==> config.mk <==
export PLATFORM = sky130hd
export DESIGN_NAME = ctsa_ram
export DESIGN_NICKNAME = d
export VERILOG_FILES = /design/src/rtl/ctsa_ram.sv
export SDC_FILE = /design/constraint.sdc
export NUM_CORES = 2
export LEC_CHECK = 0
export BUFFER_PORTS_ARGS = -buffer_cell sky130_fd_sc_hd__buf_2
export CORE_ASPECT_RATIO = 0.6
export CORE_MARGIN = 4
export CORE_UTILIZATION = 35
export DETAILED_ROUTE_END_ITERATION = 10
export GPL_TIMING_DRIVEN = 1
export PLACE_DENSITY = 0.62
export SLEW_MARGIN = 20
export SYNTH_ARGS = -nofsm -noshare
export SYNTH_HDL_FRONTEND = slang
export SYNTH_SLANG_ARGS = --single-unit
==> constraint.sdc <==
create_clock -name clk_i -period 3.9 [get_ports clk_i]
set_input_delay 0.39 -clock clk_i [delete_from_list [all_inputs] [get_ports clk_i]]
set_output_delay 0.39 -clock clk_i [all_outputs]
set_load 0.03 [all_outputs]
==> src/rtl/ctsa_ram.sv <==
// Generic single-write, single-read RAM with registered read data.
module ctsa_ram #(
  parameter int unsigned WIDTH = 64,
  parameter int unsigned DEPTH = 36
) (
  input  logic                     clk_i,
  input  logic                     we_i,
  input  logic [$clog2(DEPTH)-1:0] waddr_i,
  input  logic [WIDTH-1:0]         wdata_i,
  input  logic [$clog2(DEPTH)-1:0] raddr_i,
  output logic [WIDTH-1:0]         rdata_o
);

  logic [WIDTH-1:0] mem_q [DEPTH];
  logic [WIDTH-1:0] rdata_q;

  always_ff @(posedge clk_i) begin
    if (we_i) begin
      mem_q[waddr_i] <= wdata_i;
    end
    rdata_q <= mem_q[raddr_i];
  end

  assign rdata_o = rdata_q;

endmodule

Yosys cells after proc, flatten, opt, wreduce, memory -nomap -nowiden
Memory sizes are Yosys's and may differ from the RTL's. A register that Yosys moved wholly into a read port is not among the register bits.
Index checks and enable logic that the tools add are counted.
{"block": "classes", "muxes": 2}
{"cell": "$mux W1", "n": 2}
{"block": "totals", "regBits": 0, "out_inout_bits": 64, "mem_count": 1, "word_cells": 3, "ram_bits": 2304}
{"name": "mem_q", "depth": 36, "width": 64, "rd": 1, "rd_clocked_by_memory_dff": 1, "write_ports": 1, "line_no": "14", "source": "logic [WIDTH-1:0] mem_q [DEPTH];"}

Logic depth before layout (Yosys ltp)
{"block": "logic_depth", "ltp_word": 2, "ltp_mapped": 9, "ltp_nobuf": 5}

Least setup slack after synthesis
Ideal clock, no wire load.
{"block": "synth_timing", "kind": "input to register", "startpoint": "input waddr_i[2]", "endpoint": "memory mem_q[26][0] (enable)", "setup_time_ps": 487, "path_slack_ps": -206, "required_time_ps": 3413, "arrival_time_ps": 3619, "cell_stages": 2, "cell_sequence": "or3b_2 -> nor2_1"}
{"item": "start, declared", "line_no": "8", "source": "input logic [$clog2(DEPTH)-1:0] waddr_i,"}
{"item": "end, declared", "line_no": "14"}
Straight into the memory's write port.

Worst setup path after layout
{"block": "layout_timing", "startpoint": "register rdata_q[54] (netlist: rdata_o[54]) (read register of mem_q)", "endpoint": "output rdata_o[54]"}
{"item": "start, declared", "line_no": "15", "source": "logic [WIDTH-1:0] rdata_q;"}
{"item": "end, declared", "line_no": "11", "source": "output logic [WIDTH-1:0] rdata_o"}
No word-level cell between the ends.

==> reports/metrics.cfg <==
[worst_setup_path]
r2r-end=rdata_o[34]
worst-path-buf-inv=1
r2r_cells=5
slowest_delay_ns=0.51
ff2ff_setup_slack_ns=2.13
endpoint_kind=output port
path_cells=buf_2
reg2reg_from=mem_q[31][34]
crit_arrival_ns=1.63
cp_max_fo=1
cp_top_family=flip-flops
worstPathRequired_ns=3.51
slowest_stage=dfxtp_1
critPathLaunchType=register
critPathKind=register to output port

[die]
die_w_um=659.8
io_pins=142
die_height_um=399.1
start_util_pct=35.21
core_um2=253400
row_count=143
dieArea_um2=263300

[yosys]
synth_seq_area_share_pct=78.99
synth.avg_cell_area_um2=23.43
synth_top_flop_cell=edfxtp_1
ys_warn_count=0
synth_edf_count=2304
ys_seq_elements=2368
synthesis.area_um2=89210
async_reset_ff_share_pct=0
synth_nets=3886
syn_inst=3808
synthDistinctLibCells=31

[sta]
fin_crit_ns=2.015
fin_hold_ws_ns=0.04984
slew_viol_final=0
setup_viol=0
finClkSkew_ns=0.04176
hold_violations=0
worst_pin_slew_ns=1.035
slew_headroom_pct=30.97
fin_crit_sh_pct=51.67
rsz0062_at_grt=no
max_freq_ghz=0.4962

[route]
wl_per_cell_um=29.57
wl_um=226400
drcViolationCount=0
viasPerCell=5.457
drt_first_pass_iters=5
vias=41798
drt_iter0_markers=5259
ant_nets=0

[grt]
globalRouteMet1Util_pct=25.00
grt_max_degree=103
grt_busiest_layer=met2
track_usage_pct=17.02
antenna_found_initial=26
met2_usage_pct=25.96
grt_pass1_vias=41510
met3_usage_pct=3.986
grt_first_pass_wirelength_um=319500
grt-ovfl-total=0

[clock_network]
ctsHtreeMaxLevel=4
path_clk_slew_ns=0.07
cts_tree=done
clockBufferDepth=4
cts_buffers=198
ctsRootBufferMaster=clkbuf_16
cts.sinks=2368
clock_latency_ns=0.85
cts.repair.resized=0
postCtsHoldBufs=2
cts_setup_buffers=0

[placed_design]
finalWeightedCongestion=0.7280
dpl.hpwl_um=113300
port_buffers=141

[cells_and_area]
register_area_um2=70470
nets=4164
drive_above_1_share_pct=27.29
multi_input_area_um2=17900
area_growth_pct=13.74
num-fill-cells=22100

[power_and_ir_drop]
power.density_nw_per_um2=495.5
combPwrFrac_pct=5.1
p_leak_nw=31.52
vdd_ir_drop_max_mv=0.3250
p_int_mw=39.67
power.share.sequential_pct=56.2
swShare_pct=21.10
p_total_mw=50.27
p_switching_mw=10.61
clock_power_share_pct=38.7

[status]
status=completed

[job]
timing.max_cap.violations=0

[hold_path]
min_from=wdata_i[21]
holdPathEnd=mem_q[35][21]
hold_depth=1
hp-class=input port to register

-- sequential cells by signal, indices dropped and copies added, names as in the netlist --
signal,count
rdata_o,64
mem_q,2304
-- area by class of cell --
type                       count  area share [%]
antenna                        9         0.02220
clock buffer                 266           5.358
clock inverter                91          0.7337
inverter                       1        0.006166
multi-input combinational   1241           17.64
sequential                  2368           69.45
tap                         3407           4.201
timing repair buffer         276           2.588
-- power by group through the flow --
stage	Sequential, mW	Combinational (mW)	Clock, mW
finish	28.3	2.56	19.4
global route	28.3	2.76	21.1
CTS	28.3	2.59	19.8
detailed placement	28.9	2.59	0
global placement	28.8	2.55	0
floorplan	28.9	1.40	0
-- per-layer routing --
layer  routed length [um]  vias up
li1                     -    16820
met2               103100     1912
met1                97160    22731
met3                21300      333
met5                    7        -
met4                 4906        2
-- cell families (layout without fill, tap and decap cells) --
family / count (synthesis) / count (layout) / share of synthesized area, %
compound gates: 246 / 246 / 1.721
simple gates: 172 / 172 / 0.8387
mux: 823 / 823 / 17.18
other cells: 0 / 9 / 0
flops: 2368 / 2368 / 78.99
buf+inv: 199 / 634 / 1.271
-- worst max-delay path by stage --
stage                start      endpoint  slack, ns  depth (start not counted)
2_1_floorplan   waddr_i[2]  mem_q[26][0]      -0.21                          2
3_3_place_gp    raddr_i[0]   rdata_o[45]       1.07                          7
3_5_place_dp    raddr_i[0]   rdata_o[53]       1.09                          7
4_1_cts        rdata_o[39]   rdata_o[39]       1.83                          1
5_1_grt         raddr_i[0]   rdata_o[45]       1.80                          7
6_report       rdata_o[54]   rdata_o[54]       1.88                          1
-- synth_stat cells (all sizes together), types with 5 or more instances --
master	count	area share (%)
clkbuf	74	0.31
nor2	120	0.50
dfxtp	64	1.4
mux2i	254	2.9
nand3b	7	0.059
o21ai	10	0.056
a22oi	25	0.21
buf	124	0.96
o221ai	7	0.069
a21oi	64	0.36
or3b	5	0.049
edfxtp	2304	78
o22ai	124	0.87
nor2b	8	0.056
mux4	566	14
nand2	18	0.076
-- through the flow --
stage | area (um2) | std cells | setup slack, ns | utilization (%) | TNS (ns)
after floorplan | 89220 | 3808 | -0.2055 | - | -306.22
after global placement | 95240 | 7291 | 1.074 | 37.59 | 0
after detailed placement | 95240 | 7291 | 1.093 | 37.59 | 0
after CTS | 101400 | 7650 | 1.832 | 40.04 | 0
after global routing | 101500 | 7653 | 1.803 | 40.04 | 0
final | 101500 | 7659 | 1.885 | 40.05 | 0
-- cell usage in the layout (no fill, tap or decap), types with 39 or more instances in the layout --
cell type / Yosys / layout
nor2_1: 120 / 83
mux4_2: 566 / 566
clkinv_1: 0 / 39
a21oi_1: 64 / 64
buf_2: 51 / 136
o22ai_1: 124 / 124
clkbuf_1: 74 / 51
edfxtp_1: 2304 / 2304
buf_12: 0 / 69
buf_4: 54 / 65
mux2i_1: 254 / 254
dfxtp_1: 64 / 64
clkbuf_16: 0 / 203
Note: power is estimated with default switching activity, not from simulation.
