===== src/rtl/ctsa_pkg.sv =====
// Shared constants, control-word types, microcode ROM and tile lookup functions.
package ctsa_pkg;

  localparam int unsigned NSLOT     = 9;
  localparam int unsigned DEF_RINGS = 4;
  localparam int unsigned RING_W    = 3;
  localparam int unsigned SLOT_W    = 4;
  localparam int unsigned TILE_W    = 4;
  localparam int unsigned CELL_W    = 32;
  localparam int unsigned ORIG_W    = 33;
  localparam int unsigned TSIZE_W   = 24;
  localparam int unsigned BASE_W    = 16;
  // 65535 * 3^6 still fits, so any ring count up to seven is exact
  localparam int unsigned SIZE_W    = 26;
  localparam int unsigned CNT_W     = 4;
  localparam int unsigned PC_W      = 3;

  localparam logic [BASE_W-1:0] BASE_RESET = BASE_W'(256);

  localparam int unsigned IN_DATA_W  = 2 * CELL_W;
  localparam int unsigned OUT_BITS   = RING_W + SLOT_W + TILE_W + 2 * CELL_W + 2 * ORIG_W
                                       + TSIZE_W;
  localparam int unsigned OUT_DATA_W = ((OUT_BITS + 7) / 8) * 8;
  localparam int unsigned OUT_PAD_W  = OUT_DATA_W - OUT_BITS;

  localparam logic [CNT_W-1:0] CNT_NSLOT = CNT_W'(NSLOT);
  localparam logic [CNT_W-1:0] CNT_LAST  = CNT_W'(NSLOT - 1);

  // microprogram step addresses
  localparam logic [PC_W-1:0] PC_IDLE    = 3'd0;
  localparam logic [PC_W-1:0] PC_RING    = 3'd1;
  localparam logic [PC_W-1:0] PC_DIV     = 3'd2;
  localparam logic [PC_W-1:0] PC_MATCH   = 3'd3;
  localparam logic [PC_W-1:0] PC_ALLOC   = 3'd4;
  localparam logic [PC_W-1:0] PC_EMIT_RD = 3'd5;
  localparam logic [PC_W-1:0] PC_EMIT_LD = 3'd6;
  localparam logic [PC_W-1:0] PC_NEXT    = 3'd7;

  typedef enum logic [2:0] {
    OP_IDLE,
    OP_DIV_START,
    OP_DIV_WAIT,
    OP_MATCH,
    OP_ALLOC,
    OP_EMIT_RD,
    OP_EMIT_LD,
    OP_NEXT_RING
  } op_e;

  typedef enum logic [1:0] {
    H_NONE,
    H_NO_INPUT,
    H_DIV_BUSY,
    H_OUT_BLOCKED
  } hold_e;

  typedef enum logic [1:0] {
    J_NONE,
    J_MATCH_RUN,
    J_CNT_MORE,
    J_RING_MORE
  } jump_e;

  typedef struct packed {
    op_e              op;
    hold_e            hold;
    jump_e            jump;
    logic [PC_W-1:0]  tgt;
  } ctrl_t;

  typedef struct packed {
    logic in_valid;
    logic div_busy;
    logic out_blocked;
    logic match_run;
    logic cnt_more;
    logic ring_more;
  } stat_t;

  // Step ROM. Hold keeps the step, else a taken jump goes to tgt, else pc+1.
  // The last step falls through by wrapping back to PC_IDLE.
  function automatic ctrl_t ucode(input logic [PC_W-1:0] pc);
    ctrl_t w;
    w = '{op: OP_IDLE, hold: H_NO_INPUT, jump: J_NONE, tgt: PC_IDLE};
    case (pc)
      PC_IDLE:    w = '{op: OP_IDLE,      hold: H_NO_INPUT,    jump: J_NONE,      tgt: PC_IDLE};
      PC_RING:    w = '{op: OP_DIV_START, hold: H_NONE,        jump: J_NONE,      tgt: PC_IDLE};
      PC_DIV:     w = '{op: OP_DIV_WAIT,  hold: H_DIV_BUSY,    jump: J_NONE,      tgt: PC_IDLE};
      PC_MATCH:   w = '{op: OP_MATCH,     hold: H_NONE,        jump: J_MATCH_RUN, tgt: PC_MATCH};
      PC_ALLOC:   w = '{op: OP_ALLOC,     hold: H_NONE,        jump: J_CNT_MORE,  tgt: PC_ALLOC};
      PC_EMIT_RD: w = '{op: OP_EMIT_RD,   hold: H_NONE,        jump: J_NONE,      tgt: PC_IDLE};
      PC_EMIT_LD: w = '{op: OP_EMIT_LD,   hold: H_OUT_BLOCKED, jump: J_CNT_MORE,
                        tgt: PC_EMIT_RD};
      PC_NEXT:    w = '{op: OP_NEXT_RING, hold: H_NONE,        jump: J_RING_MORE, tgt: PC_RING};
      default:    w = '{op: OP_IDLE,      hold: H_NO_INPUT,    jump: J_NONE,      tgt: PC_IDLE};
    endcase
    return w;
  endfunction

  // neighbour offset codes: 0 is -1, 1 is 0, 2 is +1
  function automatic logic [TILE_W-1:0] offs_tile(input logic [1:0] ox, input logic [1:0] oy);
    logic [TILE_W-1:0] t;
    case ({ox, oy})
      4'b0000: t = 4'd1;
      4'b0001: t = 4'd4;
      4'b0010: t = 4'd6;
      4'b0100: t = 4'd2;
      4'b0101: t = 4'd0;
      4'b0110: t = 4'd7;
      4'b1000: t = 4'd3;
      4'b1001: t = 4'd5;
      4'b1010: t = 4'd8;
      default: t = 4'd0;
    endcase
    return t;
  endfunction

  function automatic logic [1:0] tile_dx(input logic [TILE_W-1:0] tid);
    logic [1:0] c;
    case (tid)
      4'd1, 4'd4, 4'd6: c = 2'd0;
      4'd3, 4'd5, 4'd8: c = 2'd2;
      default:          c = 2'd1;
    endcase
    return c;
  endfunction

  function automatic logic [1:0] tile_dy(input logic [TILE_W-1:0] tid);
    logic [1:0] c;
    case (tid)
      4'd1, 4'd2, 4'd3: c = 2'd0;
      4'd6, 4'd7, 4'd8: c = 2'd2;
      default:          c = 2'd1;
    endcase
    return c;
  endfunction

endpackage


===== src/rtl/ctsa_div.sv =====
// Iterative restoring divider, one quotient bit per cycle, floor rounding.
module ctsa_div (
  input  logic                         clk_i,
  input  logic                         rst_ni,
  input  logic                         start_i,
  input  logic [ctsa_pkg::CELL_W-1:0]  dividend_i,
  input  logic [ctsa_pkg::SIZE_W-1:0]  divisor_i,
  output logic                         busy_o,
  output logic [ctsa_pkg::CELL_W-1:0]  quotient_o
);
  import ctsa_pkg::*;

  localparam logic [1:0] ST_IDLE = 2'd0;
  localparam logic [1:0] ST_RUN  = 2'd1;
  localparam logic [1:0] ST_FIX  = 2'd2;
  localparam int unsigned ITER_W = $clog2(CELL_W);
  localparam logic [ITER_W-1:0] ITER_LAST = ITER_W'(CELL_W - 1);

  logic [1:0]        state_q, state_d;
  logic [ITER_W-1:0] iter_q, iter_d;
  logic              neg_q, neg_d;
  logic [SIZE_W-1:0] rem_q, rem_d;
  logic [SIZE_W-1:0] div_q, div_d;
  logic [CELL_W-1:0] quo_q, quo_d;
  logic [SIZE_W:0]   shifted;
  logic [SIZE_W:0]   diff;

  assign shifted = {rem_q, quo_q[CELL_W-1]};
  assign diff    = shifted - {1'b0, div_q};

  always_comb begin
    state_d = state_q;
    iter_d  = iter_q;
    neg_d   = neg_q;
    rem_d   = rem_q;
    div_d   = div_q;
    quo_d   = quo_q;
    case (state_q)
      ST_IDLE: begin
        if (start_i) begin
          neg_d   = dividend_i[CELL_W-1];
          quo_d   = dividend_i[CELL_W-1] ? (~dividend_i + 1'b1) : dividend_i;
          rem_d   = '0;
          div_d   = divisor_i;
          iter_d  = '0;
          state_d = ST_RUN;
        end
      end
      ST_RUN: begin
        if (shifted >= {1'b0, div_q}) begin
          rem_d = diff[SIZE_W-1:0];
          quo_d = {quo_q[CELL_W-2:0], 1'b1};
        end else begin
          rem_d = shifted[SIZE_W-1:0];
          quo_d = {quo_q[CELL_W-2:0], 1'b0};
        end
        iter_d = iter_q + 1'b1;
        if (iter_q == ITER_LAST) begin
          state_d = ST_FIX;
        end
      end
      ST_FIX: begin
        // negative with a remainder rounds down: -(q+1) is ~q
        if (neg_q) begin
          quo_d = (rem_q != '0) ? ~quo_q : (~quo_q + 1'b1);
        end
        state_d = ST_IDLE;
      end
      default: state_d = ST_IDLE;
    endcase
  end

  always_ff @(posedge clk_i or negedge rst_ni) begin
    if (!rst_ni) begin
      state_q <= ST_IDLE;
      iter_q  <= '0;
    end else begin
      state_q <= state_d;
      iter_q  <= iter_d;
    end
  end

  always_ff @(posedge clk_i) begin
    neg_q <= neg_d;
    rem_q <= rem_d;
    div_q <= div_d;
    quo_q <= quo_d;
  end

  assign busy_o     = (state_q != ST_IDLE);
  assign quotient_o = quo_q;

  a_start_idle: assert property (@(posedge clk_i) disable iff (!rst_ni)
    start_i |-> state_q == ST_IDLE)
    else $error("divider started while busy");

endmodule


===== config.mk =====
export PLATFORM = sky130hd
export DESIGN_NAME = ctsa_div
export DESIGN_NICKNAME = d
export VERILOG_FILES = /design/src/rtl/ctsa_pkg.sv /design/src/rtl/ctsa_div.sv
export SDC_FILE = /design/constraint.sdc
export NUM_CORES = 1
export LEC_CHECK = 0
export BUFFER_PORTS_ARGS = -buffer_cell sky130_fd_sc_hd__buf_2
export CAP_MARGIN = 10
export CORE_MARGIN = 2
export CORE_UTILIZATION = 40
export CTS_CLUSTER_DIAMETER = 200
export DETAILED_ROUTE_END_ITERATION = 10
export PLACE_DENSITY = 0.58
export SLEW_MARGIN = 20
export SYNTH_ARGS = -nofsm -noshare
export SYNTH_HDL_FRONTEND = slang
export SYNTH_SLANG_ARGS = --single-unit

===== constraint.sdc =====
create_clock -name clk_i -period 3.33 [get_ports clk_i]
set_input_delay 0.1665 -clock clk_i [delete_from_list [all_inputs] [get_ports clk_i]]
set_output_delay 0.1665 -clock clk_i [all_outputs]
set_load 0.02 [all_outputs]

## Yosys cells after proc, flatten, opt, wreduce, memory -nomap -nowiden

Index checks and enable logic that the tools add are counted.

| operators by class | value |
|---|---|
| $add $sub $neg | 4 |
| $lt $le $gt $ge | 1 |
| equal/unequal tests | 6 |
| mux-type cells | 14 |
| bitwise logic cells | 2 |
| reductions and logical operators | 9 |

Operators by type and width:

| kind | number |
|---|---|
| two-way mux 32 bit | 4 |
| one-hot mux 32 bit (3 select lines) | 1 |
| adder 32 x 1 -> 32 bit, second input constant | 2 |
| inverter 32 bit | 2 |
| two-way mux 26 bit | 2 |
| one-hot mux 26 bit (2 select lines) | 1 |
| >= comparator 27 x 26 -> 1 bit | 1 |
| nonzero test 26 bit | 1 |
| subtractor 26 bit | 1 |
| one-hot mux 5 bit (2 select lines) | 1 |
| inequality test 2 bit, second input constant | 3 |
| AND reduction 2 bit | 3 |
| adder 5 x 1 -> 5 bit, second input constant | 1 |
| equality test 5 bit, second input constant | 1 |
| two-way mux 5 bit | 1 |
| two-way mux 2 bit | 2 |
| one-hot mux 2 bit (2 select lines) | 1 |
| nonzero test 2 bit | 2 |
| AND reduction 3 bit | 1 |
| nonzero test 3 bit | 1 |
| equality test 2 x 1 -> 1 bit, second input constant | 1 |
| equality test 2 bit, second input constant | 1 |
| zero test 2 bit | 1 |
| two-way mux 1 bit | 1 |

| storage, ports and cells | value |
|---|---|
| register bits after elaboration | 92 |
| bits of input ports | 61 |
| output and inout bits | 33 |

## Depth between registers and ports, before layout

| logic depth | value |
|---|---|
| depth after elaboration | 5 |
| depth in mapped cells | 13 |
| mapped depth without buffers | 13 |

## Least setup slack after synthesis

OpenSTA, ideal clock, no wires.

| timing path | value |
|---|---|
| kind | register to register |
| start | reg quo_q[7], in the netlist quotient_o[7] |
| end | reg quo_q[28], in the netlist quotient_o[28], data pin |
| arrival | 2.816 ns |
| required time | 3.060 ns |
| path slack | 0.243 ns |
| cell stages (with the launch flop) | 9 |
| period minus slack after synthesis | 3.087 ns |
| path through | edfxtp_1 > or3_1 > or4_4 > nor4_4 > nand4_2 > or3_4 > or3_1 > a32oi_1 > a21oi_1 |

| between the ends | value |
|---|---|
| cells in the longest elaborated chain, start to end | 5 |

RTL lines:

| what | line | text |
|---|---|---|
| from (decl) | ctsa_div.sv:24 | `logic [CELL_W-1:0] quo_q, quo_d;` |
| from (signal assigned) | ctsa_div.sv:87 | `quo_q <= quo_d;` |
| inverter 32 bit | ctsa_div.sv:65 | `quo_d = (rem_q != '0) ? ~quo_q : (~quo_q + 1'b1);` |
| adder 32 x 1 -> 32 bit | ctsa_div.sv:65 |  |
| two-way mux 32 bit | ctsa_div.sv:65 |  |
| two-way mux 32 bit | ctsa_div.sv:64 | `if (neg_q) begin` |
| one-hot mux 32 bit (3 select lines) | ctsa_div.sv:38 | `case (state_q)` |
| net quo_d[28] | ctsa_div.sv:24 |  |

The timed path passes the listed nets, and every way through them passes these cells. The select of a mux whose other input is x is not followed.
A chain may end at the register's enable or synchronous reset.

## Final worst setup path

Same ends and word-level chain as after synthesis.

==> results by stage <==
Layout:
- Excluding fillers, the count of instances in the completed layout stands at roughly 1100.
- The area of the multi-input gates is approximately 0.0037 mm^2.
- Summing all flip-flop and latch instances after layout gives about 0.0027 mm^2.
- The number of inserted diodes is 0.
- In the final design database the tool counted approximately 940 nets.
- The layout has between 1500 and 2000 filler cells.
- Compared with the post-synthesis result, the final layout area differs by 22.8%.
- The commonest non-fill, non-tap cell in the layout is sky130_fd_sc_hd__buf_2.
- In the layout the commonest cells are 93 x sky130_fd_sc_hd__buf_2, 85 x sky130_fd_sc_hd__edfxtp_1, 77 x sky130_fd_sc_hd__nor2_1.
- Cells with a size suffix above 1 make up 18.8% of the layout.

Setup path:
- The critical path's largest stage delay is 0.47 ns.
- The reg-to-reg setup timing slack is 0.18 ns.
- The start of the worst register-to-register path is quotient_o[7].
- Traced cell by cell, the critical path runs through or3_1 -> or4_4 -> nor4_4 -> nand4_2 -> or3_4 -> or3_1 -> a32oi_1 -> a21oi_1.
- The critical path class is reg2reg.
- On the critical path, the stage with the largest delay is an instance of sky130_fd_sc_hd__or4_4.
- The required time at the endpoint of the critical path is 3.41 ns.
- The cell repeated most along the worst path is sky130_fd_sc_hd__or3_1.
- For the worst flop-to-flop path, the logic depth is 8.
- The critical path runs through a total of 8 cells.
- The destination of the worst register-to-register timing path is quotient_o[28].
- Among cell families on the critical path, the largest total delay comes from simple AND/OR/NAND/NOR gates.
- Data on the critical path arrives at its endpoint at between 3 and 4 ns.
- The worst setup path is captured at a register.
- The worst setup path is launched from a register.
- The critical path buffer and inverter count is 0.
- The largest fanout of any net on the critical path is 5.

Synth:
- The Yosys step of the flow raised 0 warnings.
- The number of flops mapped to enable cells by yosys is 85.
- The share of async-settable or async-resettable flops after synthesis is under 10%.
- The average instance in the mapped netlist occupies ~9.4 um^2.
- Synthesis handed over a netlist of roughly 710 instances.
- The prevailing post-synth register cell is sky130_fd_sc_hd__edfxtp_1.
- Synthesis produced a netlist with a net count of 805.
- The flop and latch count out of synthesis is between 90 and 100.
- The mapped netlist covers 0.00664 mm^2.
- The number of distinct standard cells referenced by the synthesized netlist is 60.
- The sequential-to-total area share from yosys stat is about two fifths.

Power:
- The cell area power density is 970 mW/mm^2.
- Registers are responsible for approximately 31% of the overall power.
- The static power due to leakage is 0.00328 uW.
- The net switching component of the power is around 3500 uW.
- The part of the power in the clock network is between 10% and 20%.
- The fraction of power consumed by combinational cells is 55.5%.
- The fraction of power spent switching nets is a little over two fifths.
- The internal power of the cells totals around 4400 uW.
- IR analysis of the VDD net gives a maximum drop of 0.398 mV.

Floorplanning:
- The area of the core is approximately 0.016 mm^2.
- The initial core utilization is roughly two fifths.
- The initialized floorplan defines between 40 and 50 standard-cell rows.
- The floorplan step defined a die boundary enclosing 0.0177 mm^2.
- In this run the count of I/O pins placed on the die edge is 94.
- The floorplan step set the die width to ~130 um.
- The die height is 133 um.

Clock tree:
- The clock input transition at the sequential cells of the worst setup and hold paths is around 0.070 ns.
- Counting along the longest clock path gives a buffer depth of 2.
- The CTS root buffer is sky130_fd_sc_hd__clkbuf_16.
- The clock insertion delay at the later pin of the skew report is 0.35 ns.
- The total clock buffers created by CTS is 9.
- TritonCTS built the clock tree.
- The clock tree synthesis step divided the H-tree into 3 levels.
- The clock net in this run drives a total of 92 sinks.

Min path:
- The worst hold path belongs to the class in2reg.
- The beginning of the worst hold path is divisor_i[1].
- The destination of the worst hold path is div_q[1].
- The hold-critical path depth is 1.

STA:
- For the final database, setup skew stands at 0.0110 ns.
- The transition time of the tightest slew-check pin is approximately 0.55 ns.
- After routing, the total negative slack on setup checks comes to 0 ns.
- The worst slew margin relative to its limit is around 63%.
- The hold violation total from the final report is 0.
- Derived from the worst setup path, the maximum achievable clock frequency is 318 MHz.
- The max-slew violation total from the final report came to 0.
- The final critical path time including I/O delays and setup is 3.15 ns.
- The post-route fraction of the period consumed by the critical path is between 90% and 100%.
- Setup violations remaining at the end of the flow were counted as 0.

Route:
- After detailed routing, the number of vias per cell comes to 5.47.
- The remaining number of nets flagged by the antenna check after routing is 0.
- The first detailed-routing pass ran for 5 iterations.
- The average wire per standard cell is 16.0 um.
- The total detailed-routing wirelength is 17100 um.
- The violation count after the first detailed-route iteration is between 300 and 400.
- In the routed design, unresolved DRC markers number 0.
- The final route contains ~5900 vias.

Place:
- The cell count after placement is slightly above 1000.
- The final weighted congestion in routability-driven placement is around 0.88.
- Input and output buffers added on the ports amount to 93.
- Detailed placement finished with a half-perimeter wire length of about 13000 um.

Global routing:
- The number of global-route vias before repair is 5757.
- Global routing used between 10% and 20% of the available tracks.
- Entering global routing, the biggest net connects 49 pins.
- The wire length of the first global-routing pass is between 20000 and 30000 um.
- The number of antenna violations at the first check in global routing is 0.
- The total congestion overflow after global routing is 0.

Job:
- The tool flagged a number of max-cap violations equal to 0.

Status:
- The flow ran to the end, and the final reports show no timing, DRC or antenna violations.
per-layer routing:
metal / track usage (%) / part of all wire (%) / wire [um] / vias to the layer above
met3: 3.83 / 4.7 / 803 / 18
li1: - / - / - / 2899
met4: 5.91 / 1.5 / 253 / 0
met1: 25.2 / 45 / 7780 / 2807
met2: 33.1 / 48 / 8270 / 129
met5: 0 / 0 / 0 / -
logic make-up after synthesis:
family | share of synthesized area, %
DFF | 41.1
muxes | 3.94
and+or+nand+nor | 17.1
adders and majority gates | 6.71
xor gates and xnor gates | 9.10
buffers and inverters | 3.99
AOI/OAI and AO/OA | 18.0
registers in the layout, indices dropped and copies added, names as in the netlist:
name and count:
quotient_o 32, rem_q 26, neg_q 1, iter_q 5, state_q 2, div_q 26
power by group through the flow:
stage	Clock, uW	Sequential [uW]	Combinational [uW]
6_report	1060	2460	4390
4_1_cts	1080	2460	4290
2_1_floorplan	0	2630	2800
3_3_place_gp	0	2450	4200
3_5_place_dp	0	2470	4250
5_1_grt	1130	2540	4860
final cells by class:
class | instances | area share, %
clock buffer | 13 | 3.19
clock inverter | 3 | 0.552
inverter | 44 | 2.02
multi-input combinational | 547 | 45.4
sequential | 92 | 33.4
tap | 220 | 3.37
timing repair buffer | 151 | 12.0
per-stage QoR:
step / hold slack (ns) / total power, uW / worst slack [ns] / utilization [%] / instance area, um^2
after floorplan: -0.129 / 5420 / 0.243 / - / 6640
after global placement: 0.00938 / 6650 / 0.142 / 45.9 / 7520
after detailed placement: 0.0107 / 6730 / 0.0766 / 45.9 / 7520
after CTS: 0.00175 / 7830 / 0.0425 / 49.2 / 8070
after global routing: 0.0153 / 8540 / -0.0119 / 49.7 / 8160
final: 0.0307 / 7910 / 0.184 / 49.7 / 8160
how the worst max path moves through the flow:
stage,from,end,slack [ns]
floorplan,quotient_o[7],quotient_o[28],0.24
global placement,rem_q[10],rem_q[24],0.14
detailed placement,rem_q[10],rem_q[3],0.08
CTS,rem_q[10],rem_q[3],0.04
global route,rem_q[4],rem_q[5],-0.01
finish,quotient_o[7],quotient_o[28],0.18
Yosys cell counts, types with 4 or more instances:
master	number	area share (%)
sky130_fd_sc_hd__nand2b_1	11	1.0
sky130_fd_sc_hd__and3_1	4	0.38
sky130_fd_sc_hd__a31oi_1	11	1.0
sky130_fd_sc_hd__dfrtp_1	7	2.6
sky130_fd_sc_hd__edfxtp_1	85	38
sky130_fd_sc_hd__a22o_1	4	0.53
sky130_fd_sc_hd__o21bai_1	4	0.45
sky130_fd_sc_hd__nor3_1	13	0.98
sky130_fd_sc_hd__a21oi_1	41	3.1
sky130_fd_sc_hd__nand4_1	8	0.75
sky130_fd_sc_hd__nor2_1	78	4.4
sky130_fd_sc_hd__a221oi_1	7	0.92
sky130_fd_sc_hd__nand2_1	57	3.2
sky130_fd_sc_hd__nor2b_1	4	0.38
sky130_fd_sc_hd__xor2_1	24	3.2
sky130_fd_sc_hd__or4_1	6	0.68
sky130_fd_sc_hd__o41ai_1	4	0.53
sky130_fd_sc_hd__o31ai_1	5	0.57
sky130_fd_sc_hd__or3_1	9	0.85
sky130_fd_sc_hd__nand3_1	7	0.53
sky130_fd_sc_hd__xnor2_1	45	5.9
sky130_fd_sc_hd__a22oi_1	12	1.4
sky130_fd_sc_hd__ha_1	34	6.4
sky130_fd_sc_hd__o21a_1	8	0.90
sky130_fd_sc_hd__nor4_1	15	1.4
sky130_fd_sc_hd__mux2i_1	25	3.8
sky130_fd_sc_hd__inv_1	44	2.5
sky130_fd_sc_hd__a211oi_1	12	1.4
sky130_fd_sc_hd__clkbuf_1	23	1.3
sky130_fd_sc_hd__o21ai_0	54	4.1
repair_timing:
| action | 4_1_cts | 5_1_grt |
|---|---|---|
| gates resized for setup | 0 | 14 |
| buffers inserted | 0 | 0 |
| hold endpoints to repair | 30 | 2 |
| endpoints found under the setup margin | 0 | 25 |
| hold buffers | 24 | 2 |
Note: power is estimated with default switching activity, not from simulation.
