## src/rtl/ctsa_pkg.sv

```systemverilog
// Shared constants, control-word types, microcode ROM and tile lookup functions.
package ctsa_pkg;

  localparam int unsigned NSLOT     = 9;
  localparam int unsigned DEF_RINGS = 4;
  localparam int unsigned RING_W    = 3;
  localparam int unsigned SLOT_W    = 4;
  localparam int unsigned TILE_W    = 4;
  localparam int unsigned CELL_W    = 32;
  localparam int unsigned ORIG_W    = 33;
  localparam int unsigned TSIZE_W   = 24;
  localparam int unsigned BASE_W    = 16;
  // 65535 * 3^6 still fits, so any ring count up to seven is exact
  localparam int unsigned SIZE_W    = 26;
  localparam int unsigned CNT_W     = 4;
  localparam int unsigned PC_W      = 3;

  localparam logic [BASE_W-1:0] BASE_RESET = BASE_W'(256);

  localparam int unsigned IN_DATA_W  = 2 * CELL_W;
  localparam int unsigned OUT_BITS   = RING_W + SLOT_W + TILE_W + 2 * CELL_W + 2 * ORIG_W
                                       + TSIZE_W;
  localparam int unsigned OUT_DATA_W = ((OUT_BITS + 7) / 8) * 8;
  localparam int unsigned OUT_PAD_W  = OUT_DATA_W - OUT_BITS;

  localparam logic [CNT_W-1:0] CNT_NSLOT = CNT_W'(NSLOT);
  localparam logic [CNT_W-1:0] CNT_LAST  = CNT_W'(NSLOT - 1);

  // microprogram step addresses
  localparam logic [PC_W-1:0] PC_IDLE    = 3'd0;
  localparam logic [PC_W-1:0] PC_RING    = 3'd1;
  localparam logic [PC_W-1:0] PC_DIV     = 3'd2;
  localparam logic [PC_W-1:0] PC_MATCH   = 3'd3;
  localparam logic [PC_W-1:0] PC_ALLOC   = 3'd4;
  localparam logic [PC_W-1:0] PC_EMIT_RD = 3'd5;
  localparam logic [PC_W-1:0] PC_EMIT_LD = 3'd6;
  localparam logic [PC_W-1:0] PC_NEXT    = 3'd7;

  typedef enum logic [2:0] {
    OP_IDLE,
    OP_DIV_START,
    OP_DIV_WAIT,
    OP_MATCH,
    OP_ALLOC,
    OP_EMIT_RD,
    OP_EMIT_LD,
    OP_NEXT_RING
  } op_e;

  typedef enum logic [1:0] {
    H_NONE,
    H_NO_INPUT,
    H_DIV_BUSY,
    H_OUT_BLOCKED
  } hold_e;

  typedef enum logic [1:0] {
    J_NONE,
    J_MATCH_RUN,
    J_CNT_MORE,
    J_RING_MORE
  } jump_e;

  typedef struct packed {
    op_e              op;
    hold_e            hold;
    jump_e            jump;
    logic [PC_W-1:0]  tgt;
  } ctrl_t;

  typedef struct packed {
    logic in_valid;
    logic div_busy;
    logic out_blocked;
    logic match_run;
    logic cnt_more;
    logic ring_more;
  } stat_t;

  // Step ROM. Hold keeps the step, else a taken jump goes to tgt, else pc+1.
  // The last step falls through by wrapping back to PC_IDLE.
  function automatic ctrl_t ucode(input logic [PC_W-1:0] pc);
    ctrl_t w;
    w = '{op: OP_IDLE, hold: H_NO_INPUT, jump: J_NONE, tgt: PC_IDLE};
    case (pc)
      PC_IDLE:    w = '{op: OP_IDLE,      hold: H_NO_INPUT,    jump: J_NONE,      tgt: PC_IDLE};
      PC_RING:    w = '{op: OP_DIV_START, hold: H_NONE,        jump: J_NONE,      tgt: PC_IDLE};
      PC_DIV:     w = '{op: OP_DIV_WAIT,  hold: H_DIV_BUSY,    jump: J_NONE,      tgt: PC_IDLE};
      PC_MATCH:   w = '{op: OP_MATCH,     hold: H_NONE,        jump: J_MATCH_RUN, tgt: PC_MATCH};
      PC_ALLOC:   w = '{op: OP_ALLOC,     hold: H_NONE,        jump: J_CNT_MORE,  tgt: PC_ALLOC};
      PC_EMIT_RD: w = '{op: OP_EMIT_RD,   hold: H_NONE,        jump: J_NONE,      tgt: PC_IDLE};
      PC_EMIT_LD: w = '{op: OP_EMIT_LD,   hold: H_OUT_BLOCKED, jump: J_CNT_MORE,
                        tgt: PC_EMIT_RD};
      PC_NEXT:    w = '{op: OP_NEXT_RING, hold: H_NONE,        jump: J_RING_MORE, tgt: PC_RING};
      default:    w = '{op: OP_IDLE,      hold: H_NO_INPUT,    jump: J_NONE,      tgt: PC_IDLE};
    endcase
    return w;
  endfunction

  // neighbour offset codes: 0 is -1, 1 is 0, 2 is +1
  function automatic logic [TILE_W-1:0] offs_tile(input logic [1:0] ox, input logic [1:0] oy);
    logic [TILE_W-1:0] t;
    case ({ox, oy})
      4'b0000: t = 4'd1;
      4'b0001: t = 4'd4;
      4'b0010: t = 4'd6;
      4'b0100: t = 4'd2;
      4'b0101: t = 4'd0;
      4'b0110: t = 4'd7;
      4'b1000: t = 4'd3;
      4'b1001: t = 4'd5;
      4'b1010: t = 4'd8;
      default: t = 4'd0;
    endcase
    return t;
  endfunction

  function automatic logic [1:0] tile_dx(input logic [TILE_W-1:0] tid);
    logic [1:0] c;
    case (tid)
      4'd1, 4'd4, 4'd6: c = 2'd0;
      4'd3, 4'd5, 4'd8: c = 2'd2;
      default:          c = 2'd1;
    endcase
    return c;
  endfunction

  function automatic logic [1:0] tile_dy(input logic [TILE_W-1:0] tid);
    logic [1:0] c;
    case (tid)
      4'd1, 4'd2, 4'd3: c = 2'd0;
      4'd6, 4'd7, 4'd8: c = 2'd2;
      default:          c = 2'd1;
    endcase
    return c;
  endfunction

endpackage

```

## src/rtl/ctsa_seq.sv

```systemverilog
// Microcode sequencer: step counter, control ROM, hold and jump logic.
module ctsa_seq (
  input  logic              clk_i,
  input  logic              rst_ni,
  input  ctsa_pkg::stat_t   stat_i,
  output ctsa_pkg::ctrl_t   ctrl_o
);
  import ctsa_pkg::*;

  logic [PC_W-1:0] pc_q, pc_d;
  ctrl_t           word;
  logic            hold;
  logic            jump;

  assign word = ucode(pc_q);

  always_comb begin
    case (word.hold)
      H_NONE:        hold = 1'b0;
      H_NO_INPUT:    hold = !stat_i.in_valid;
      H_DIV_BUSY:    hold = stat_i.div_busy;
      H_OUT_BLOCKED: hold = stat_i.out_blocked;
      default:       hold = 1'b0;
    endcase
    case (word.jump)
      J_NONE:      jump = 1'b0;
      J_MATCH_RUN: jump = stat_i.match_run;
      J_CNT_MORE:  jump = stat_i.cnt_more;
      J_RING_MORE: jump = stat_i.ring_more;
      default:     jump = 1'b0;
    endcase
    if (hold) begin
      pc_d = pc_q;
    end else if (jump) begin
      pc_d = word.tgt;
    end else begin
      pc_d = pc_q + PC_W'(1);
    end
  end

  always_ff @(posedge clk_i or negedge rst_ni) begin
    if (!rst_ni) begin
      pc_q <= PC_IDLE;
    end else begin
      pc_q <= pc_d;
    end
  end

  assign ctrl_o = word;

endmodule

```

## config.mk

```make
export PLATFORM = sky130hd
export DESIGN_NAME = ctsa_seq
export DESIGN_NICKNAME = d
export VERILOG_FILES = /design/src/rtl/ctsa_pkg.sv /design/src/rtl/ctsa_seq.sv
export SDC_FILE = /design/constraint.sdc
export NUM_CORES = 1
export LEC_CHECK = 0
export ABC_AREA = 1
export BUFFER_PORTS_ARGS = -buffer_cell sky130_fd_sc_hd__buf_4
export CORE_AREA = 2 2 39 41
export CTS_CLUSTER_SIZE = 20
export DETAILED_ROUTE_END_ITERATION = 8
export DIE_AREA = 0 0 41 43
export MAX_ROUTING_LAYER = met4
export SYNTH_ARGS = -nofsm -noshare
export SYNTH_HDL_FRONTEND = slang
export SYNTH_SLANG_ARGS = --single-unit
```

## constraint.sdc

```tcl
create_clock -name clk_i -period 1.7 [get_ports clk_i]
set_clock_uncertainty 0.2 [all_clocks]
set_input_delay 0.17 -clock clk_i [delete_from_list [all_inputs] [get_ports clk_i]]
set_output_delay 0.17 -clock clk_i [all_outputs]
set_load 0.03 [all_outputs]
```

## Yosys cells after proc, flatten, opt, wreduce, memory -nomap -nowiden

Memories as Yosys holds them, arrays and structs flattened.
Cells that the tools add are included.

| word-level totals | value |
|---|---|
| register bits | 3 |
| latch bits | 0 |
| bits in writable memories | 0 |
| memory bits (read-only) | 80 |
| input port bits | 8 |
| output and inout bits | 10 |
| logic and storage cells | 15 |
| memories kept | 1 |

Memories:

| name | words | bits a word | rd ports | clocked after Yosys merged registers in | wr ports | RTL line | source |
|---|---|---|---|---|---|---|---|
| (no name shown) | 8 | 10 | 1 | 0 | 0 | ctsa_pkg.sv:85 | `case (pc)` |

| cells by class | value |
|---|---|
| add/subtract/negate cells | 1 |
| multipliers | 0 |
| div/mod/pow operators | 0 |
| order comparisons | 0 |
| equal/unequal tests | 6 |
| shift-type cells | 0 |
| muxes and demuxes | 3 |
| bitwise logic cells | 0 |
| reductions and logical operators | 3 |

Operator list:

| operator | number |
|---|---|
| 2-bit == test (second input constant) | 4 |
| 1-bit one-hot mux with 4 select lines | 2 |
| 2-bit by 1-bit == test with 1-bit output (second input constant) | 2 |
| 2-bit zero test | 2 |
| 3-bit by 1-bit adder with 3-bit output (second input constant) | 1 |
| 3-bit two-way mux | 1 |
| 1-bit zero test | 1 |

## Depth between registers and ports, before layout

Gate-level depths: netlist (run 1).
An unclocked memory read counts as a cell.

| logic depth | value |
|---|---|
| word-level depth | 4 |
| mapped depth | 9 |
| mapped depth without buffers | 9 |

## Worst setup path after synthesis (run 1)

No wires, ideal clock.

| timing path | value |
|---|---|
| path type | register to register |
| start point | reg pc_q[0] |
| end point | reg pc_q[0] |
| library setup time | 0.118 ns |
| arrival | 1.948 ns |
| required time | 1.382 ns |
| slack | -0.566 ns |
| cell stages (with the launch flop) | 10 |
| path buffers | 0 |
| period minus slack after synthesis | 2.266 ns |
| cells stage by stage | dfrtp_1 > ha_1 > ha_1 > inv_1 > nand2_1 > nand2_1 > nand3_1 > nand3_1 > nand3_1 > nand2_1 |

RTL lines:

| item | RTL line | source |
|---|---|---|
| start: declaration | ctsa_seq.sv:10 | `logic [PC_W-1:0] pc_q, pc_d;` |
| start signal: assignment | ctsa_seq.sv:45 | `pc_q <= pc_d;` |

==> impl_metrics.toml, run 1 <==
[critical_path]
arrival_ns = 1.29
path_cells = "ha_4 > ha_4 > inv_4 > nand2_4 > buf_6"
endpoint_kind = "output pin"
crit_slowest_cell = "dfrtp_2"
path_class = "flip-flop to output pin"
cp.buffers_inverters = 2
crit_top_cell = "ha_4"
startpoint_type = "flip-flop"
cp.required_ns = 1.33
critPathMaxStageDelay_ns = 0.44
cp_max_fo = 5
critPathTopFamily = "flip-flops"

[layout]
fill_cells = 139
largest_reg_flops = 3
top_regs = "pc_q: 3 flops"
area_delta_synth_final_pct = 74.9
top_register = "pc_q"
antennaDiodeCount = 0
final_common_cell = "buf_4"
post-route-util_pct = 49.8
multi_input_area_um2 = 330
seqCellArea_um2 = 78.8
layout_common_cells = "buf_4 (21), nand3_1 (14), nand2_1 (13)"
drive_gt1_share_pct = 55.1
nNetsFinal = 104

[drt]
vias_per_cell = 4.33
totalWireLength_um = 950
dr.pass1.iters = 4
via_count = 455
drtIter0Drc = 13
post_drt_wl_per_cell_um = 9.05
detail-route-antenna-nets = 0
drc = 0

[timing]
period_minus_slack_ns = 1.66
finalCritPeriodShare_pct = 97.6
rsz0062_at_grt = "yes"
slew_headroom_pct = 87.4
whs_ns = 0.0637
tightest_slew_ns = 0.187
clock.fmax_ghz = 0.603
drv_slew = 0
fin_ws_ns = 0.0415
finalSetupTns_ns = 0
finalHoldViolations = 0
finalSetupViolCount = 0

[synth]
synthSimpleGateAreaFrac_pct = 45.1
synth_compound_area_share_pct = 2.54
synth_top_family_by_area = "simple AND/OR/NAND/NOR gates"
synth.net_count = 77
syn_area_um2 = 394
muxShareOfSynthArea_pct = 0
synthAdderAreaFrac_pct = 19.0
avgSynthCellArea_um2 = 6.26
synth-seq-cells = 3
synth-seq-area-share_pct = 19.0
ys_types = 11
synth_xor_area_share_pct = 0
ys_warn_count = 0
synthTopCellsByArea = "nand3_1 (20%), dfrtp_1 (19%), ha_1 (19%), nand2_1 (13%), inv_1 (11%)"
synth_top_cell_by_area = "nand3_1"
post-synth-top-area-fraction_pct = 20.3
synthCells = 63

[cts]
clkLatencyLatePin_ns = 0.23
clock_sinks = 3
clkTransAtPathRegs_ns = 0.04
htree_levels = 1
cts_tree = "built"
clockBufferDepth = 2
cts_root_buf = "clkbuf_4"
cts_buffers = 3

[die]
num_rows = 14
die_x_um = 41
die_h_um = 43
die_area_mm2 = 0.00176
core-area_mm2 = 0.00138
start_util_pct = 28.5
ioPinCount = 18

[grt]
grt_pass1_wl_um = 1630
antenna_found_initial = 0
grt_use_total_pct = 13.9
overflow = 0
grt_max_degree = 7
grt_pass1_vias = 425

[min_path]
min_path_type = "input port to async pin"

[place]
gp_congestion = 0.779
hpwl_um = 811
numPortBuffers = 17
pre_cts_ws_ns = 0.0211

[run_status]
status = "finished, final reports clean"

[power_and_ir_drop]
max-vdd-ir-drop_mv = 0.944
finalPower_mw = 1.60
p_leak_nw = 0.368
power_density_mw_per_mm2 = 2320

[run]
maxCapViolCount = 0
## metrics by stage
stage,cell area [um^2],std cells
after global placement,609,98
final,689,105
after floorplan,443,63
after global routing,689,105
after CTS,661,105
after detailed placement,609,98
## layer usage
metal / share of wire [%] / vias to the layer above / track usage [%]
li1: - / 251 / -
met1: 48 / 190 / 15.9
met2: 45 / 14 / 21.3
met3: 7.7 / 0 / 6.28
met4: 0 / 0 / 4.00
met5: 0 / - / -
## final timing paths
| check | start | cells after the start | slack, ns | end |
|---|---|---|---|---|
| worst max register to register | pc_q[0] | 8 | 0.09 | pc_q[1] |
| min in group clk_i | stat_i[5] | 6 | 0.15 | pc_q[2] |
| worst min-delay path | rst_ni | 2 | 0.06 | pc_q[2] |
| max in group asynchronous | rst_ni | 2 | 1.13 | pc_q[0] |
| worst max-delay path | pc_q[0] | 5 | 0.04 | ctrl_o[3] |
| worst min register to register | pc_q[2] | 2 | 0.42 | pc_q[2] |
## report_power, final
| part | internal [mW] | switching [mW] |
|---|---|---|
| Clock | 0.0878 | 0.0351 |
| Sequential | 0.121 | 0.0679 |
| Combinational | 0.529 | 0.761 |
| Total | 0.738 | 0.864 |
## final cells by class
type,instances,area share (%)
multi-input combinational,45,47.9
inverter,14,7.99
clock buffer,4,3.81
sequential,3,11.4
timing repair buffer,23,26.0
tap,16,2.90
## Yosys cell counts
master and count:
inv_1 12, dfrtp_1 3, nand3_1 16, nand2_2 5, clkbuf_1 1, nor2_1 1
ha_1 6, nand3_2 1, o21ai_0 2, inv_2 2, nand2_1 14
## cell families after synthesis
group / after synthesis
buf+inv: 15
flops: 3
fa+ha+maj: 6
simple gates: 37
compound gates: 2
## what timing repair did
item                                    4_1_cts  5_1_grt
pin swaps                                     0        3
gates cloned                                  0        0
hold endpoints to repair                      3        0
setup buffers                                 2        0
hold buffers                                  1        0
gates resized for setup                       2       10
endpoints found under the setup margin        2        6
(Power assumes the default switching activity.)
==> inputs of run 2 (changes only) <==
- ABC_AREA: 1 -> unset
==> run 2 against run 1 <==
Highest routed layer is now met4. The flow now finishes with violations (negative setup slack). Sequential power hardly changed. Power grew 34%. Cell count increased by 0.95%. Synthesized area grew 7.9%. Non-clock buffer count grew 16.
==> impl_metrics.toml, run 2 <==
[run_status]
status = "finished with violations"
violations = "negative setup slack"

[cts]
clockBufferDepth = 2
cts_tree = "built"
clkLatencyLatePin_ns = 0.24
htree_levels = 1
cts_buffers = 3
clock_sinks = 3
cts_root_buf = "clkbuf_4"
clkTransAtPathRegs_ns = 0.04

[synth]
synth_edf_count = 0
post-synth-top-area-fraction_pct = 17.6
synth_top_cells_by_count = "ha_1 (6), inv_1 (6), a21oi_1 (4)"
synth_ff_type = "dfrtp_1"
async_reset_ff_share_pct = 100
ys_warn_count = 0
synth_top_cell_by_area = "dfrtp_1"
synth.net_count = 63
avgSynthCellArea_um2 = 8.68
synth-seq-cells = 3
synth-seq-area-share_pct = 17.6
synthCells = 49
ys_types = 25
synthTopCellsByArea = "dfrtp_1 (18%), ha_1 (18%), mux2i_1 (7.1%), o211ai_2 (5.9%), inv_1 (5.3%)"
syn_area_um2 = 425

[place]
gp_congestion = 0.815
dp_cells = 97
hpwl_um = 1060
placed_area_um2 = 724
numPortBuffers = 17

[critical_path]
rr_startpoint = "pc_q[1]"
cp_max_fo = 4
cp.required_ns = 1.66
rr_endpoint = "pc_q[0]"
critPathMaxStageDelay_ns = 0.48
cp-endpoint = "pc_q[0]"
cp-startpoint = "pc_q[1]"
endpoint_kind = "flip-flop"
arrival_ns = 1.91
regToRegSetupSlack_ns = -0.25
path_class = "flip-flop to flip-flop"
crit_slowest_cell = "or4_4"
crit_top_cell = "ha_4"
worstRegToRegCells = 6
startpoint_type = "flip-flop"
path_cells = "ha_4 > ha_4 > o21ai_4 > a21oi_4 > or4_4 > o211ai_2"

[layout]
antennaDiodeCount = 0
drive_gt1_share_pct = 77.8
fill_cells = 109
final_common_cell = "buf_4"
layout_common_cells = "buf_4 (29), buf_6 (9), ha_4 (5)"
top_regs = "pc_q: 3 flops"
largest_reg_flops = 3
nNetsFinal = 105
finalInstanceArea_um2 = 943
area_delta_synth_final_pct = 122
top_register = "pc_q"
final_cells = 106

[timing]
clock.fmax_ghz = 0.513
tightest_slew_ns = 0.335
slew_headroom_pct = 77.6
drv_slew = 0
fin_ws_ns = -0.249
whs_ns = 0.0677
finalSetupViolCount = 6
rsz0062_at_grt = "yes"
finalCritPeriodShare_pct = 115
period_minus_slack_ns = 1.95
finalHoldViolations = 0

[power_and_ir_drop]
p_leak_nw = 0.424
max-vdd-ir-drop_mv = 1.17
power_density_mw_per_mm2 = 2270

[grt]
overflow = 0
grt_use_total_pct = 22.9
antenna_found_initial = 0
grt_pass1_wl_um = 2570
grt_pass1_vias = 595
grt_max_degree = 7

[die]
die_area_mm2 = 0.00176
die_x_um = 41
ioPinCount = 18
core-area_mm2 = 0.00138
start_util_pct = 30.7
die_h_um = 43
num_rows = 14

[drt]
drc = 0
drtIter0Drc = 16
detail-route-antenna-nets = 0
dr.pass1.iters = 4
totalWireLength_um = 1570
vias_per_cell = 5.27
via_count = 559
post_drt_wl_per_cell_um = 14.8

[run]
maxCapViolCount = 0

[min_path]
min_path_type = "input port to async pin"
run 2: cell types whose count changed in the layout (fill, tap and decap cells not counted), moves of 4 or more:
| cell | before | now |
|---|---|---|
| nand3_1 | 14 | 1 |
| nand2_2 | 4 | 0 |
| buf_4 | 21 | 29 |
| inv_1 | 8 | 2 |
| inv_2 | 5 | 0 |
| buf_6 | 1 | 9 |
| nand2_1 | 13 | 2 |
run 2: layout make-up:
cell class | instances | area, um^2 | share of cell area (%)
sequential | 3 | 78.8 | 8.36
inverter | 6 | 32.5 | 3.45
clock buffer | 4 | 26.3 | 2.79
multi-input combinational | 38 | 457 | 48.4
timing repair buffer | 39 | 329 | 34.9
tap | 16 | 20.0 | 2.12
run 2: worst min-delay path by stage:
stage,cells past startpoint,endpoint
global placement,1,pc_q[2]
CTS,2,pc_q[2]
finish,2,pc_q[2]
global route,2,pc_q[2]
floorplan,0,pc_q[0]
detailed placement,1,pc_q[2]
run 2: worst max-delay path: cells and delay by family (launching register included):
| kind | cells | cell delay [ns] |
|---|---|---|
| fa+ha+maj | 2 | 0.39 |
| compound gates | 3 | 0.35 |
| flops | 1 | 0.44 |
| simple gates | 1 | 0.48 |
run 2: cell families (layout without fill, tap and decap cells):
group / count (synthesis) / in the layout / synth area share (%)
AO/OA/AOI/OAI: 16 / 16 / 27.6
adder cells (fa/ha/maj): 6 / 6 / 17.6
buffers and inverters: 8 / 49 / 8.82
flip-flops: 3 / 3 / 17.6
multiplexers: 4 / 4 / 9.71
AND/OR/NAND/NOR: 12 / 12 / 18.5
run 2: routing by layer:
layer | vias up | track usage, % | wire, um
met1 | 261 | 21.2 | 536
met5 | - | - | 0
li1 | 266 | - | -
met4 | 0 | 14.7 | 49
met3 | 8 | 3.66 | 71
met2 | 24 | 40.0 | 914
run 2: metrics by stage:
stage,setup slack (ns),TNS [ns],power [mW],util [%]
after global placement,-0.290,-0.719,1.54,52.4
after floorplan,-0.346,-0.662,0.998,-
after global routing,-0.317,-1.62,2.31,68.2
after detailed placement,-0.320,-0.769,1.55,52.4
final,-0.249,-0.985,2.15,68.2
after CTS,-0.209,-0.948,2.04,65.6
run 2: power by group:
group	switching (mW)	total [mW]	internal [mW]
Clock	0.0385	0.127	0.0881
Combinational	0.889	1.83	0.941
Sequential	0.0705	0.190	0.119
Total	0.998	2.15	1.15
run 2: what timing repair did:
| action | in CTS | in global routing |
|---|---|---|
| endpoints found under the setup margin | 8 | 10 |
| hold endpoints to repair | 3 | 0 |
| hold buffers | 1 | 0 |
| setup buffers | 2 | 2 |
| gates resized for setup | 30 | 4 |
| pin swaps | 5 | 0 |
==> inputs of run 3 (changes only) <==
- PLACE_DENSITY_LB_ADDON: unset -> 0.05
==> run 3 against run 2 <==
Via count grew 0.18%. Global-route usage shrank 1.9 points. First-iteration DRC count decreased by 63%. Register-to-register slack barely moved. Sequential power is 2% higher. Worst setup slack better by 0.010 ns. Largest cell class unchanged. Fmax is 0.53% higher. Highest routed layer unchanged. Utilization increased by 4.2 points. Die area unchanged. Sequential share of layout area down 0.48 points. The run still ends with negative setup slack left.
==> impl_metrics.toml, run 3 (same netlist as run 2, synthesis figures left out) <==
[layout]
nNetsFinal = 108
layout_common_cells = "buf_4 (26), buf_6 (14), ha_4 (6)"
largest_reg_flops = 3
final_common_cell = "buf_4"
antennaDiodeCount = 0
area_delta_synth_final_pct = 135
post-route-util_pct = 72.3
top_register = "pc_q"
drive_gt1_share_pct = 75.3
top_regs = "pc_q: 3 flops"

[critical_path]
startpoint_type = "flip-flop"
arrival_ns = 1.91
path_class = "flip-flop to flip-flop"
cp_max_fo = 5
cp-startpoint = "pc_q[1]"
rr_endpoint = "pc_q[0]"
crit_slowest_cell = "or4_1"
cp.required_ns = 1.67
critPathMaxStageDelay_ns = 0.54
regToRegSetupSlack_ns = -0.24
endpoint_kind = "flip-flop"
path_cells = "inv_2 > ha_4 > nand4bb_1 > o311ai_2 > or4_1 > o211ai_2"
cp-endpoint = "pc_q[0]"
worstRegToRegCells = 6
rr_startpoint = "pc_q[1]"

[grt]
grt_max_degree = 6
overflow = 0
grt_pass1_vias = 569
grt_pass1_wl_um = 2400
antenna_found_initial = 0
grt_use_total_pct = 21.1

[drt]
drc = 0
totalWireLength_um = 1490
post_drt_wl_per_cell_um = 13.7
drtIter0Drc = 6
detail-route-antenna-nets = 0
vias_per_cell = 5.14
dr.pass1.iters = 5
via_count = 560

[run]
maxCapViolCount = 0

[cts]
clkTransAtPathRegs_ns = 0.04
cts_root_buf = "clkbuf_4"
clock_sinks = 3
cts_tree = "built"
cts_buffers = 3
clockBufferDepth = 2
clkLatencyLatePin_ns = 0.25
htree_levels = 1

[die]
num_rows = 14
die_x_um = 41
start_util_pct = 30.7
die_h_um = 43
ioPinCount = 18
core-area_mm2 = 0.00138
die_area_mm2 = 0.00176

[timing]
fin_ws_ns = -0.239
clock.fmax_ghz = 0.516
finalHoldViolations = 0
rsz0062_at_grt = "yes"
finalSetupViolCount = 7
drv_slew = 0
slew_headroom_pct = 76.2
finalCritPeriodShare_pct = 114
tightest_slew_ns = 0.355
period_minus_slack_ns = 1.94

[run_status]
status = "finished with violations"
violations = "negative setup slack"

[min_path]
min_path_type = "input port to async pin"

[place]
gp_congestion = 0.730
hpwl_um = 998
numPortBuffers = 17

[power_and_ir_drop]
power_density_mw_per_mm2 = 2260
p_leak_nw = 0.452
max-vdd-ir-drop_mv = 1.09
finalPower_mw = 2.27
[run 3: cell count changes in the layout (fill, tap and decap cells not counted), sizes merged]
cell,change
buf,+3
[run 3: power breakdown]
part / total (mW) / switching, mW / internal, mW
logic: 1.94 / 0.913 / 1.03
clock network: 0.132 / 0.0438 / 0.0884
registers: 0.194 / 0.0749 / 0.119
total: 2.27 / 1.03 / 1.23
[run 3: final cells by class]
cell class / instances / area [um^2]
sequential: 3 / 78.8
multi-input combinational: 38 / 463
tap: 16 / 20.0
clock buffer: 4 / 26.3
fill: 110 / 383
timing repair buffer: 42 / 383
inverter: 6 / 30.0
[run 3: repair_timing]
item | CTS | global route
hold endpoints to repair | 3 | 0
pin swaps | 6 | 3
hold buffers | 1 | 0
setup buffers | 7 | 0
endpoints found under the setup margin | 9 | 8
gates resized for setup | 34 | 5
[run 3: per-stage QoR]
stage	TNS, ns	cell area [um^2]	instances	hold WS, ns	setup WS, ns
after floorplan	-0.662	464	49	-0.326	-0.346
after global placement	-0.991	732	98	-0.237	-0.312
after detailed placement	-0.986	732	98	-0.237	-0.316
after CTS	-1.07	973	109	0.0501	-0.228
after global routing	-1.56	1000	109	0.0819	-0.306
final	-1.09	1000	109	0.0529	-0.239
[run 3: how the worst min path moves through the flow]
| stage | depth (start not counted) | to | from | slack [ns] |
|---|---|---|---|---|
| floorplan | 0 | pc_q[0] | rst_ni | -0.33 |
| global placement | 1 | pc_q[0] | rst_ni | -0.24 |
| detailed placement | 1 | pc_q[2] | rst_ni | -0.24 |
| CTS | 2 | pc_q[0] | rst_ni | 0.05 |
| global route | 2 | pc_q[0] | rst_ni | 0.08 |
| finish | 2 | pc_q[0] | rst_ni | 0.05 |
[run 3: layer usage]
metal | track usage [%] | up-vias | wire [um]
met5 | - | - | 0
met2 | 35.6 | 22 | 824
met1 | 22.5 | 258 | 553
li1 | - | 275 | -
met3 | 1.57 | 5 | 68
met4 | 12.0 | 0 | 44
[run 3: worst max-delay path: cells and delay by family (launching register included)]
| kind | cells | cell delay (ns) |
|---|---|---|
| AO/OA/AOI/OAI | 2 | 0.21 |
| adder cells (fa/ha/maj) | 1 | 0.17 |
| buffers and inverters | 1 | 0.11 |
| flip-flops | 1 | 0.45 |
| AND/OR/NAND/NOR | 2 | 0.71 |
